**config.mk**
```make
export PLATFORM = sky130hd
export DESIGN_NAME = heater_pid_controller_core
export DESIGN_NICKNAME = d
export VERILOG_FILES = /design/src/sv/hpid_pkg.sv /design/src/sv/hpid_cfg_regs.sv /design/src/sv/hpid_calc.sv /design/src/sv/heater_pid_controller_core.sv
export SDC_FILE = /design/constraint.sdc
export NUM_CORES = 2
export LEC_CHECK = 0
export ABC_AREA = 1
export ABC_CLOCK_PERIOD_IN_PS = 11330
export BUFFER_PORTS_ARGS = -buffer_cell sky130_fd_sc_hd__buf_2
export CORE_MARGIN = 2
export CORE_UTILIZATION = 50
export DETAILED_ROUTE_END_ITERATION = 8
export GPL_ROUTABILITY_DRIVEN = 0
export PLACE_DENSITY = 0.78
export SKIP_LAST_GASP = 1
export SYNTH_ARGS = -nofsm -noshare
export SYNTH_HDL_FRONTEND = slang
export SYNTH_SLANG_ARGS = --single-unit
```
**constraint.sdc**
```tcl
create_clock -name clk_i -period 11.33 [get_ports clk_i]
set_input_delay 1.6995 -clock clk_i [delete_from_list [all_inputs] [get_ports clk_i]]
set_output_delay 1.6995 -clock clk_i [all_outputs]
set_load 0.01 [all_outputs]
```
**src/sv/hpid_pkg.sv**
```systemverilog
// Shared types, register codes and reset values for the heater PID controller.
`timescale 1ns / 1ps
`default_nettype none

package hpid_pkg;

  localparam int unsigned TempW    = 11;
  localparam int unsigned GainW    = 16;
  localparam int unsigned LimitW   = 15;
  localparam int unsigned SumW     = 16;
  localparam int unsigned DriveW   = 8;
  localparam int unsigned CfgIdxW  = 3;
  localparam int unsigned CfgDataW = 16;

  // Register index codes
  typedef enum logic [CfgIdxW-1:0] {
    REG_CONTROL_MODE       = 3'd0,
    REG_TARGET_TEMPERATURE = 3'd1,
    REG_PROP_GAIN          = 3'd2,
    REG_INTEG_GAIN         = 3'd3,
    REG_DERIV_GAIN         = 3'd4,
    REG_INTEGRAL_LIMIT     = 3'd5
  } reg_idx_e;

  // Control mode codes
  typedef enum logic {
    MODE_BANG_BANG = 1'b0,
    MODE_PID       = 1'b1
  } mode_e;

  typedef struct packed {
    mode_e              control_mode;
    logic [TempW-1:0]   target_temperature;
    logic [GainW-1:0]   prop_gain;
    logic [GainW-1:0]   integ_gain;
    logic [GainW-1:0]   deriv_gain;
    logic [LimitW-1:0]  integral_limit;
  } cfg_t;

  localparam mode_e              RstControlMode   = MODE_PID;
  localparam logic [TempW-1:0]   RstTarget        = 11'd0;
  localparam logic [GainW-1:0]   RstPropGain      = 16'd256;
  localparam logic [GainW-1:0]   RstIntegGain     = 16'd64;
  localparam logic [GainW-1:0]   RstDerivGain     = 16'd256;
  localparam logic [LimitW-1:0]  RstIntegralLimit = 15'd1024;

  localparam logic [DriveW-1:0]  DriveMax = 8'd255;
  localparam logic [DriveW-1:0]  DriveOff = 8'd0;

endpackage

`default_nettype wire

```
**src/sv/hpid_cfg_regs.sv**
```systemverilog
// Configuration register file for the heater PID controller.
`timescale 1ns / 1ps
`default_nettype none

module hpid_cfg_regs (
  input  wire logic                          clk_i,
  input  wire logic                          rst_ni,
  input  wire logic                          cfg_valid_i,
  output logic                               cfg_ready_o,
  input  wire logic [hpid_pkg::CfgIdxW-1:0]  cfg_index_i,
  input  wire logic [hpid_pkg::CfgDataW-1:0] cfg_data_i,
  output hpid_pkg::cfg_t                     cfg_o
);

  hpid_pkg::cfg_t cfg_q, cfg_d;

  // Always take writes
  assign cfg_ready_o = 1'b1;

  // Decode the register index; drop writes beyond the list
  always_comb begin
    cfg_d = cfg_q;
    if (cfg_valid_i) begin
      case (cfg_index_i)
        hpid_pkg::REG_CONTROL_MODE:
          cfg_d.control_mode = hpid_pkg::mode_e'(cfg_data_i[0]);
        hpid_pkg::REG_TARGET_TEMPERATURE:
          cfg_d.target_temperature = cfg_data_i[hpid_pkg::TempW-1:0];
        hpid_pkg::REG_PROP_GAIN:
          cfg_d.prop_gain = cfg_data_i[hpid_pkg::GainW-1:0];
        hpid_pkg::REG_INTEG_GAIN:
          cfg_d.integ_gain = cfg_data_i[hpid_pkg::GainW-1:0];
        hpid_pkg::REG_DERIV_GAIN:
          cfg_d.deriv_gain = cfg_data_i[hpid_pkg::GainW-1:0];
        hpid_pkg::REG_INTEGRAL_LIMIT:
          cfg_d.integral_limit = cfg_data_i[hpid_pkg::LimitW-1:0];
        default: ;
      endcase
    end
  end

  always_ff @(posedge clk_i or negedge rst_ni) begin
    if (!rst_ni) begin
      cfg_q.control_mode       <= hpid_pkg::RstControlMode;
      cfg_q.target_temperature <= hpid_pkg::RstTarget;
      cfg_q.prop_gain          <= hpid_pkg::RstPropGain;
      cfg_q.integ_gain         <= hpid_pkg::RstIntegGain;
      cfg_q.deriv_gain         <= hpid_pkg::RstDerivGain;
      cfg_q.integral_limit     <= hpid_pkg::RstIntegralLimit;
    end else begin
      cfg_q <= cfg_d;
    end
  end

  assign cfg_o = cfg_q;

endmodule

`default_nettype wire

```
**src/sv/hpid_calc.sv**
```systemverilog
// PID arithmetic, bang-bang bypass and controller state: error sum and previous sample.
`timescale 1ns / 1ps
`default_nettype none

module hpid_calc (
  input  wire logic                         clk_i,
  input  wire logic                         rst_ni,
  input  wire logic                         update_i,
  input  wire logic [hpid_pkg::TempW-1:0]   meas_i,
  input  wire hpid_pkg::cfg_t               cfg_i,
  output logic [hpid_pkg::DriveW-1:0]       drive_o
);

  localparam int unsigned AccW = 35;

  logic signed [hpid_pkg::SumW-1:0] error_sum_q, error_sum_d;
  logic        [hpid_pkg::TempW-1:0] last_meas_q;

  logic signed [hpid_pkg::TempW:0]   err;
  logic signed [hpid_pkg::TempW:0]   delta;
  logic signed [hpid_pkg::SumW:0]    sum_raw;
  logic signed [hpid_pkg::SumW:0]    lim_pos;
  logic signed [hpid_pkg::SumW:0]    lim_neg;
  logic signed [hpid_pkg::GainW:0]   pg_s, ig_s, dg_s;
  logic signed [28:0]                p_term;
  logic signed [32:0]                i_term;
  logic signed [28:0]                d_term;
  logic signed [AccW-1:0]            acc;
  logic [hpid_pkg::DriveW-1:0]       pid_drive;
  logic                              pid_mode;

  assign pid_mode = (cfg_i.control_mode == hpid_pkg::MODE_PID);

  // Error and measurement change
  assign err   = $signed({1'b0, cfg_i.target_temperature}) - $signed({1'b0, meas_i});
  assign delta = $signed({1'b0, meas_i}) - $signed({1'b0, last_meas_q});

  // Accumulate and clamp the error sum
  assign sum_raw = (hpid_pkg::SumW+1)'(error_sum_q) + (hpid_pkg::SumW+1)'(err);
  assign lim_pos = $signed({2'b00, cfg_i.integral_limit});
  assign lim_neg = -lim_pos;

  always_comb begin
    if (sum_raw > lim_pos) begin
      error_sum_d = hpid_pkg::SumW'(lim_pos);
    end else if (sum_raw < lim_neg) begin
      error_sum_d = hpid_pkg::SumW'(lim_neg);
    end else begin
      error_sum_d = hpid_pkg::SumW'(sum_raw);
    end
  end

  // Weight the three terms; gains are unsigned Q8.8
  assign pg_s   = $signed({1'b0, cfg_i.prop_gain});
  assign ig_s   = $signed({1'b0, cfg_i.integ_gain});
  assign dg_s   = $signed({1'b0, cfg_i.deriv_gain});
  assign p_term = pg_s * err;
  assign i_term = ig_s * error_sum_d;
  assign d_term = dg_s * delta;
  assign acc    = AccW'(p_term) + AccW'(i_term) - AccW'(d_term);

  // Scale by 1/256 and clamp to the drive range
  always_comb begin
    if (acc < 35'sd256) begin
      pid_drive = hpid_pkg::DriveOff;
    end else if (|acc[AccW-2:16]) begin
      pid_drive = hpid_pkg::DriveMax;
    end else begin
      pid_drive = acc[15:8];
    end
  end

  // Bang-bang bypass
  always_comb begin
    if (pid_mode) begin
      drive_o = pid_drive;
    end else if (cfg_i.target_temperature > meas_i) begin
      drive_o = hpid_pkg::DriveMax;
    end else begin
      drive_o = hpid_pkg::DriveOff;
    end
  end

  // Advance state only for items handled in PID mode
  always_ff @(posedge clk_i or negedge rst_ni) begin
    if (!rst_ni) begin
      error_sum_q <= '0;
      last_meas_q <= '0;
    end else if (update_i && pid_mode) begin
      error_sum_q <= error_sum_d;
      last_meas_q <= meas_i;
    end
  end

endmodule

`default_nettype wire

```
**src/sv/heater_pid_controller_core.sv**
```systemverilog
// Top level of the heater PID controller: stream ports, pipeline registers, config port.
`timescale 1ns / 1ps
`default_nettype none

// Heater PID controller. Each temperature sample on the slave stream yields
// one heater drive value (0..255) on the master stream, by way of an input
// register and a result register. One sample is taken per cycle while the
// block does not stall; the rate is set by the error-sum update that each
// sample makes from the previous one. The block stalls only while both
// registers are full and the downstream side does not take the result.
// Configuration registers are written on the cfg port and take effect for any
// sample not yet in the result register; write them while no sample is in flight.
module heater_pid_controller_core (
  input  wire logic                          clk_i,
  input  wire logic                          rst_ni,
  // Sample stream
  input  wire logic                          s_axis_tvalid,
  output logic                               s_axis_tready,
  input  wire logic [15:0]                   s_axis_tdata,  // [10:0] measured_temp
  // Drive stream
  output logic                               m_axis_tvalid,
  input  wire logic                          m_axis_tready,
  output logic [7:0]                         m_axis_tdata,  // [7:0] heater_drive
  // Configuration writes
  input  wire logic                          cfg_valid_i,
  output logic                               cfg_ready_o,
  input  wire logic [hpid_pkg::CfgIdxW-1:0]  cfg_index_i,
  input  wire logic [hpid_pkg::CfgDataW-1:0] cfg_data_i
);

  hpid_pkg::cfg_t cfg;

  logic                          in_valid_q, in_valid_d;
  logic [hpid_pkg::TempW-1:0]    meas_q;
  logic                          out_valid_q, out_valid_d;
  logic [hpid_pkg::DriveW-1:0]   drive_q, drive_d;
  logic                          advance;
  logic                          s_fire;

  hpid_cfg_regs u_cfg (
    .clk_i       (clk_i),
    .rst_ni      (rst_ni),
    .cfg_valid_i (cfg_valid_i),
    .cfg_ready_o (cfg_ready_o),
    .cfg_index_i (cfg_index_i),
    .cfg_data_i  (cfg_data_i),
    .cfg_o       (cfg)
  );

  // Move the pipeline when the result register is free or being taken
  assign advance       = !out_valid_q || m_axis_tready;
  assign s_axis_tready = !in_valid_q || advance;
  assign s_fire        = s_axis_tvalid && s_axis_tready;

  hpid_calc u_calc (
    .clk_i    (clk_i),
    .rst_ni   (rst_ni),
    .update_i (advance && in_valid_q),
    .meas_i   (meas_q),
    .cfg_i    (cfg),
    .drive_o  (drive_d)
  );

  // Valid flags for the two stages
  always_comb begin
    in_valid_d  = in_valid_q;
    out_valid_d = out_valid_q;
    if (advance) begin
      out_valid_d = in_valid_q;
      in_valid_d  = 1'b0;
    end
    if (s_fire) begin
      in_valid_d = 1'b1;
    end
  end

  always_ff @(posedge clk_i or negedge rst_ni) begin
    if (!rst_ni) begin
      in_valid_q  <= 1'b0;
      out_valid_q <= 1'b0;
    end else begin
      in_valid_q  <= in_valid_d;
      out_valid_q <= out_valid_d;
    end
  end

  // Capture sample and result payloads
  always_ff @(posedge clk_i) begin
    if (s_fire) begin
      meas_q <= s_axis_tdata[hpid_pkg::TempW-1:0];
    end
    if (advance && in_valid_q) begin
      drive_q <= drive_d;
    end
  end

  assign m_axis_tvalid = out_valid_q;
  assign m_axis_tdata  = drive_q;

endmodule

`default_nettype wire

```
Word-level counts from Yosys, hierarchy flattened. Cells that the tools add are included.

Word-level logic and storage cells: 54. Register bits: 123. Output and inout port bits: 11. Input port bits: 40.

Equal/unequal tests: 5. $add $sub $neg: 6. Multipliers: 3. Order comparisons: 4. Reduce and logical (&&, ||, !) cells: 16. Multiplexer cells: 8.

Operators by type and width (number): $mul A17 B12 Y29 (2); $lt A35 B10 Y1 const B (1); $sub A34 B29 Y35 (1); $add A29 B33 Y34 (1); $mul A17 B16 Y33 (1); $mux W16 (2); $mux W8 (4); $sub A11 B11 Y12 (2); $reduce_or A18 Y1 (1); $add A16 B12 Y17 (1); $gt A17 B16 Y1 (1); $lt A17 B17 Y1 (1); $neg A15 Y17 (1); $reduce_and A2 Y1 (6); $gt A11 B11 Y1 (1); $eq A3 B2 Y1 const B (2); $eq A3 B3 Y1 const B (2); $eq A3 B1 Y1 const B (1); $logic_and A1 B1 Y1 (3); $logic_not A3 Y1 (1); $logic_not A1 Y1 (2); $logic_or A1 B1 Y1 (2); $mux W1 (2); $reduce_bool A2 Y1 (1).

Depth between registers and ports, before layout.
Word-level depth: 12. Gate-level depth with buffers: 72. Gate-level depth less buffers: 70.

Cells and area by module. Synthesis repeated with hierarchy kept, for this count alone.

Cell total of the unflattened synthesis: 3691. Area, all modules: 30317.8 µm².

Modules (own cells, without submodules): hpid_calc (times used 1, area an instance 26601.8 µm², cells each 3322, sequential area each 675.6 µm²); hpid_cfg_regs (times used 1, area an instance 3050.4 µm², cells each 338, sequential area each 1883.1 µm²); heater_pid_controller_core (times used 1, area an instance 665.6 µm², cells each 31, sequential area each 620.6 µm²).

Worst setup path before layout. OpenSTA, ideal clock, no wires.

Kind: register to register. Start: register meas_q[4] in the netlist's numbering. End: register drive_q (netlist bit m_axis_tdata[0]), data pin. Setup time: 281 ps. Data arrival time: 10942 ps. Cell stages (with the launch flop): 59. Setup slack: 107 ps. Data required time: 11049 ps. Clock period less this slack: 11223 ps. Path buffers: 2. Cell sequence: edfxtp_1 > inv_1 > ha_1 > a21oi_1 > o21ai_0 > a21oi_1 > or2_2 > nand2_1 > a21oi_1 > xor2_1 > inv_1 > ha_1 > nand2_1 > nand2_1 > a21oi_1 > nand3_2 > a21oi_1 > xor2_1 > (+23 left out) > fa_1 > inv_1 > fa_1 > inv_1 > ha_1 > nand2_1 > inv_1 > a21oi_1 > o21ai_1 > nand2_1 > and2_1 > nand2_1 > a21oi_1 > nand2_1 > a21oi_2 > nand3_2 > nand3_1 > nand2_1.

Longest elaborated chain between the ends: 12. Elaborated cells on any way between the ends: 19. Those cells by class: add/sub (5); mul (3); order compare (4); mux (6); reduce/logical (1).

RTL lines: start: declaration (line heater_pid_controller_core.sv:34) `logic [hpid_pkg::TempW-1:0] meas_q;`; start signal: assignment (line heater_pid_controller_core.sv:90) `meas_q <= s_axis_tdata[hpid_pkg::TempW-1:0];`; parallel branches: the longest is 11 deep, another holds $sub A34 B29 Y35; $mux W8 * (line hpid_calc.sv:75) `if (pid_mode) begin`; net drive_d (one bit) (line heater_pid_controller_core.sv:36) `logic [hpid_pkg::DriveW-1:0] drive_q, drive_d;`; end signal: assignment (line heater_pid_controller_core.sv:93) `drive_q <= drive_d;`; end: declaration (line heater_pid_controller_core.sv:36).

Mark *: on every way through the listed nets, which the timed path passes. A chain may end at the register's enable or synchronous reset.

Worst setup path after layout.
Start: register meas_q[2] in the netlist's numbering. End: register drive_q (netlist bit m_axis_tdata[5]), data pin.

Same word-level chain as after synthesis.

==> impl_results.md <==
- Status: complete, but fails checks
- Failing checks: setup timing
- Final ANT Viol Nets: 0
- Clock Path Buffers: 2
- Crit Reg-Reg Endpoint: m_axis_tdata[5]
- Chip width: 251 µm
- Starting DRT DRC Count: about 2200
- Skew-Pair Late Insertion Delay: 0.47 ns
- Vias: ~26000
- Final Hold Fails: 0
- CP dominant cell by count: nand2_2
- Final Non-Filler Cells: 4757
- R2R setup slack: -0.29 ns
- Min-delay src: u_cfg.cfg_o[73]
- Synth Warn #: 0
- Hold bufs inserted after CTS: 0
- Share of the synthesized area in the top cell type: 39.6%
- Starting Density: 50.5%
- Util after Layout: 58.6%
- Most frequent cell after synthesis: inv_1
- Fin crit share: 103%
- Crit path max fanout: 8
- TNS Setup: -2.21 ns
- # fillers: 4792
- Crit. End Element: register
- Drt via density: 5.41
- Seq/Total Area, Yosys: 10.5%
- Worst Path Arrival: 11.81 ns
- Hold WC Path Type: reg2reg
- Post-route DRC: 0
- Syn_area_per_cell: 8.23 µm²
- Layout cell share with drive strength beyond 1: ~18%
- Worst-Margin Slew: 1.19 ns
- DR WL/cell: 19.2 µm
- Worst R2R Path Depth: 64
- Clk sinks: 123
- Global route total overflow: 0
- CTS tree: yes
- Top post-synthesis cells by area: fa_1 40%, ha_1 13%, inv_1 11%, nand2_1 8.5%, dfrtp_1 8.1%
- Hold path endpoint: u_cfg.cfg_o[73]
- Initial antenna violation count: 1
- Placed cells: 4685
- Fin. max-slew vios: 0
- Final WS setup: -0.293 ns
- Clk Tree Root Cell: clkbuf_16
- Area leader, netlist: fa_1
- Synthesized area: ~0.030 mm²
- Setup Viol. Count Final: 8
- Max Cap Viol: 0
- Number of I/O pins: 51
- DRT Wirelength: 91200 µm
- Ys async rst share: a little over four fifths
- Top cells by count, synth: 916 x inv_1, 687 x nand2_1, 601 x fa_1
- Crit-path slowest cell: fa_2
- Worst path max stage delay: 0.61 ns
- Max Freq: 86.0 MHz
- Dpl hpwl: 74200 µm
- First-pass GRT wire length: approximately 140000 µm
- Worst slew margin: 20.2%
- Top_reg_cell synth: dfrtp_1
- Worst path required time: 11.51 ns
- Post-synth EDFFs: 19
- Port Buffers: 44
- Final nets: 4912
- Seq cells post-synth: 123
- RSZ-0062 raised after global routing: true
- Placement Setup Slack: -0.575 ns
- Die area: between 0.06 and 0.07 mm²
- Area Overhead vs Synth: 16.1%
- Post-Syn Instances: around 3700
- Clk_skew: 0.0242 ns
- Die height: roughly 250 µm
- Final min period: 11.62 ns
- FF-to-FF Start: meas_q[2]
- H-tree Lvls: 4
- Worst Setup Start Kind: register
- Multi-input logic area: 0.0244 mm²
- N_diodes: 0
- Unique masters post-synth: 59
- Clock Pin Slew Worst Setup and Hold Paths: 0.07 ns
- Largest net degree at the start of global routing: between 70 and 80
- Row cnt: 90
- Vias in the first global route: 26800
- Core area: 0.0602 mm²
- Pre-antenna DRT Iters: 6
- GRT Util Overall: 29.4%
- Register Area: 0.00318 mm²
- Hold Path Cell Cnt: 2
- CP Class: reg2reg
- TritonCTS Buffers: 17
logic make-up after synthesis:
group / count (synthesis) / synth area share [%]
and+or+nand+nor: 1326 / 17.9
DFF: 123 / 10.5
adders and majority gates: 910 / 52.3
other: 2 / 0.0247
buffers and inverters: 1036 / 13.1
xor gates and xnor gates: 45 / 1.35
AOI/OAI and AO/OA: 251 / 4.85
sequential cells by signal, summed over array words and instances (netlist names):
name	flops
meas_q	11
in_valid_q	1
u_calc.error_sum_q	16
m_axis_tdata	8
m_axis_tvalid	1
u_calc.last_meas_q	11
u_cfg.cfg_o	75
layer usage:
layer / up-vias / GRT usage (%) / wire length, µm
met4: 2 / 18.7 / 7420
met2: 1404 / 47.4 / 41600
met5: - / 0 / 8
met3: 421 / 6.89 / 9370
met1: 12500 / 35.6 / 32900
li1: 11400 / - / -
stage by stage:
stage	instance area, µm²	hold slack, ns
3_5_place_dp	33200	0.485
4_1_cts	34600	0.500
2_1_floorplan	30400	0.453
6_report	35300	0.496
3_3_place_gp	33200	0.468
5_1_grt	35300	0.526
critical path, delay by kind of cell, from the launching register on:
| family | cells | cell delay (ns) |
|---|---|---|
| buf+inv | 14 | 1.42 |
| fa+ha+maj | 12 | 5.35 |
| flops | 1 | 0.41 |
| xor+xnor | 2 | 0.36 |
| compound gates | 5 | 0.73 |
| simple gates | 31 | 3.05 |
area by class of cell:
cell class	count	share of cell area [%]
Clock inverter	10	0.330
Tap cell	782	2.77
Clock buffer	22	1.31
Inverter	953	10.2
Multi-Input combinational cell	2537	69.1
Timing Repair Buffer	330	7.25
Sequential cell	123	9.00
placed cells by master, fill, tap and decap left out, types with 6 or more instances in the layout:
master     Yosys  final
o21ai_1       18     19
fa_1         601    580
ha_1         309    283
dfrtp_1       99     99
nand2_4        7     20
nor2_4         1     10
o21ai_0      106    100
clkinv_1      17     15
edfxtp_1      19     19
buf_4          6    262
nand2_1      687    639
ha_4           0     25
buf_12         1     11
o211ai_2      12     12
buf_6          5     14
nand2_2       32     66
clkbuf_16      0     17
xor2_1        30     26
a21oi_2        2     25
nand4_1       15     15
fa_2           0     21
nor2_2        21     35
inv_2         18     38
nand3_1       81     67
xnor2_1       13     12
inv_1        916    889
buf_2          3     43
o21ai_2        5      6
nand3_2        7     17
nor3_2         4      8
a21oi_1       77     50
nor2_1       444    422
worst max-delay path by stage:
stage,startpoint,to
final,meas_q[2],m_axis_tdata[5]
after global routing,meas_q[2],m_axis_tdata[4]
after detailed placement,meas_q[6],m_axis_tdata[0]
after CTS,u_cfg.cfg_o[63],m_axis_tdata[0]
after floorplan,meas_q[4],m_axis_tdata[0]
after global placement,meas_q[4],m_axis_tdata[1]
timing repair:
action	CTS	global route
endpoints found under the hold margin	0	0
setup endpoints to repair	8	8
cloned	1	2
resized for setup	151	140
setup buffers	18	20
pin swaps	55	86
Power is not shown: default switching activity piles up to over one toggle a cycle in this logic, so the estimate is an artifact.
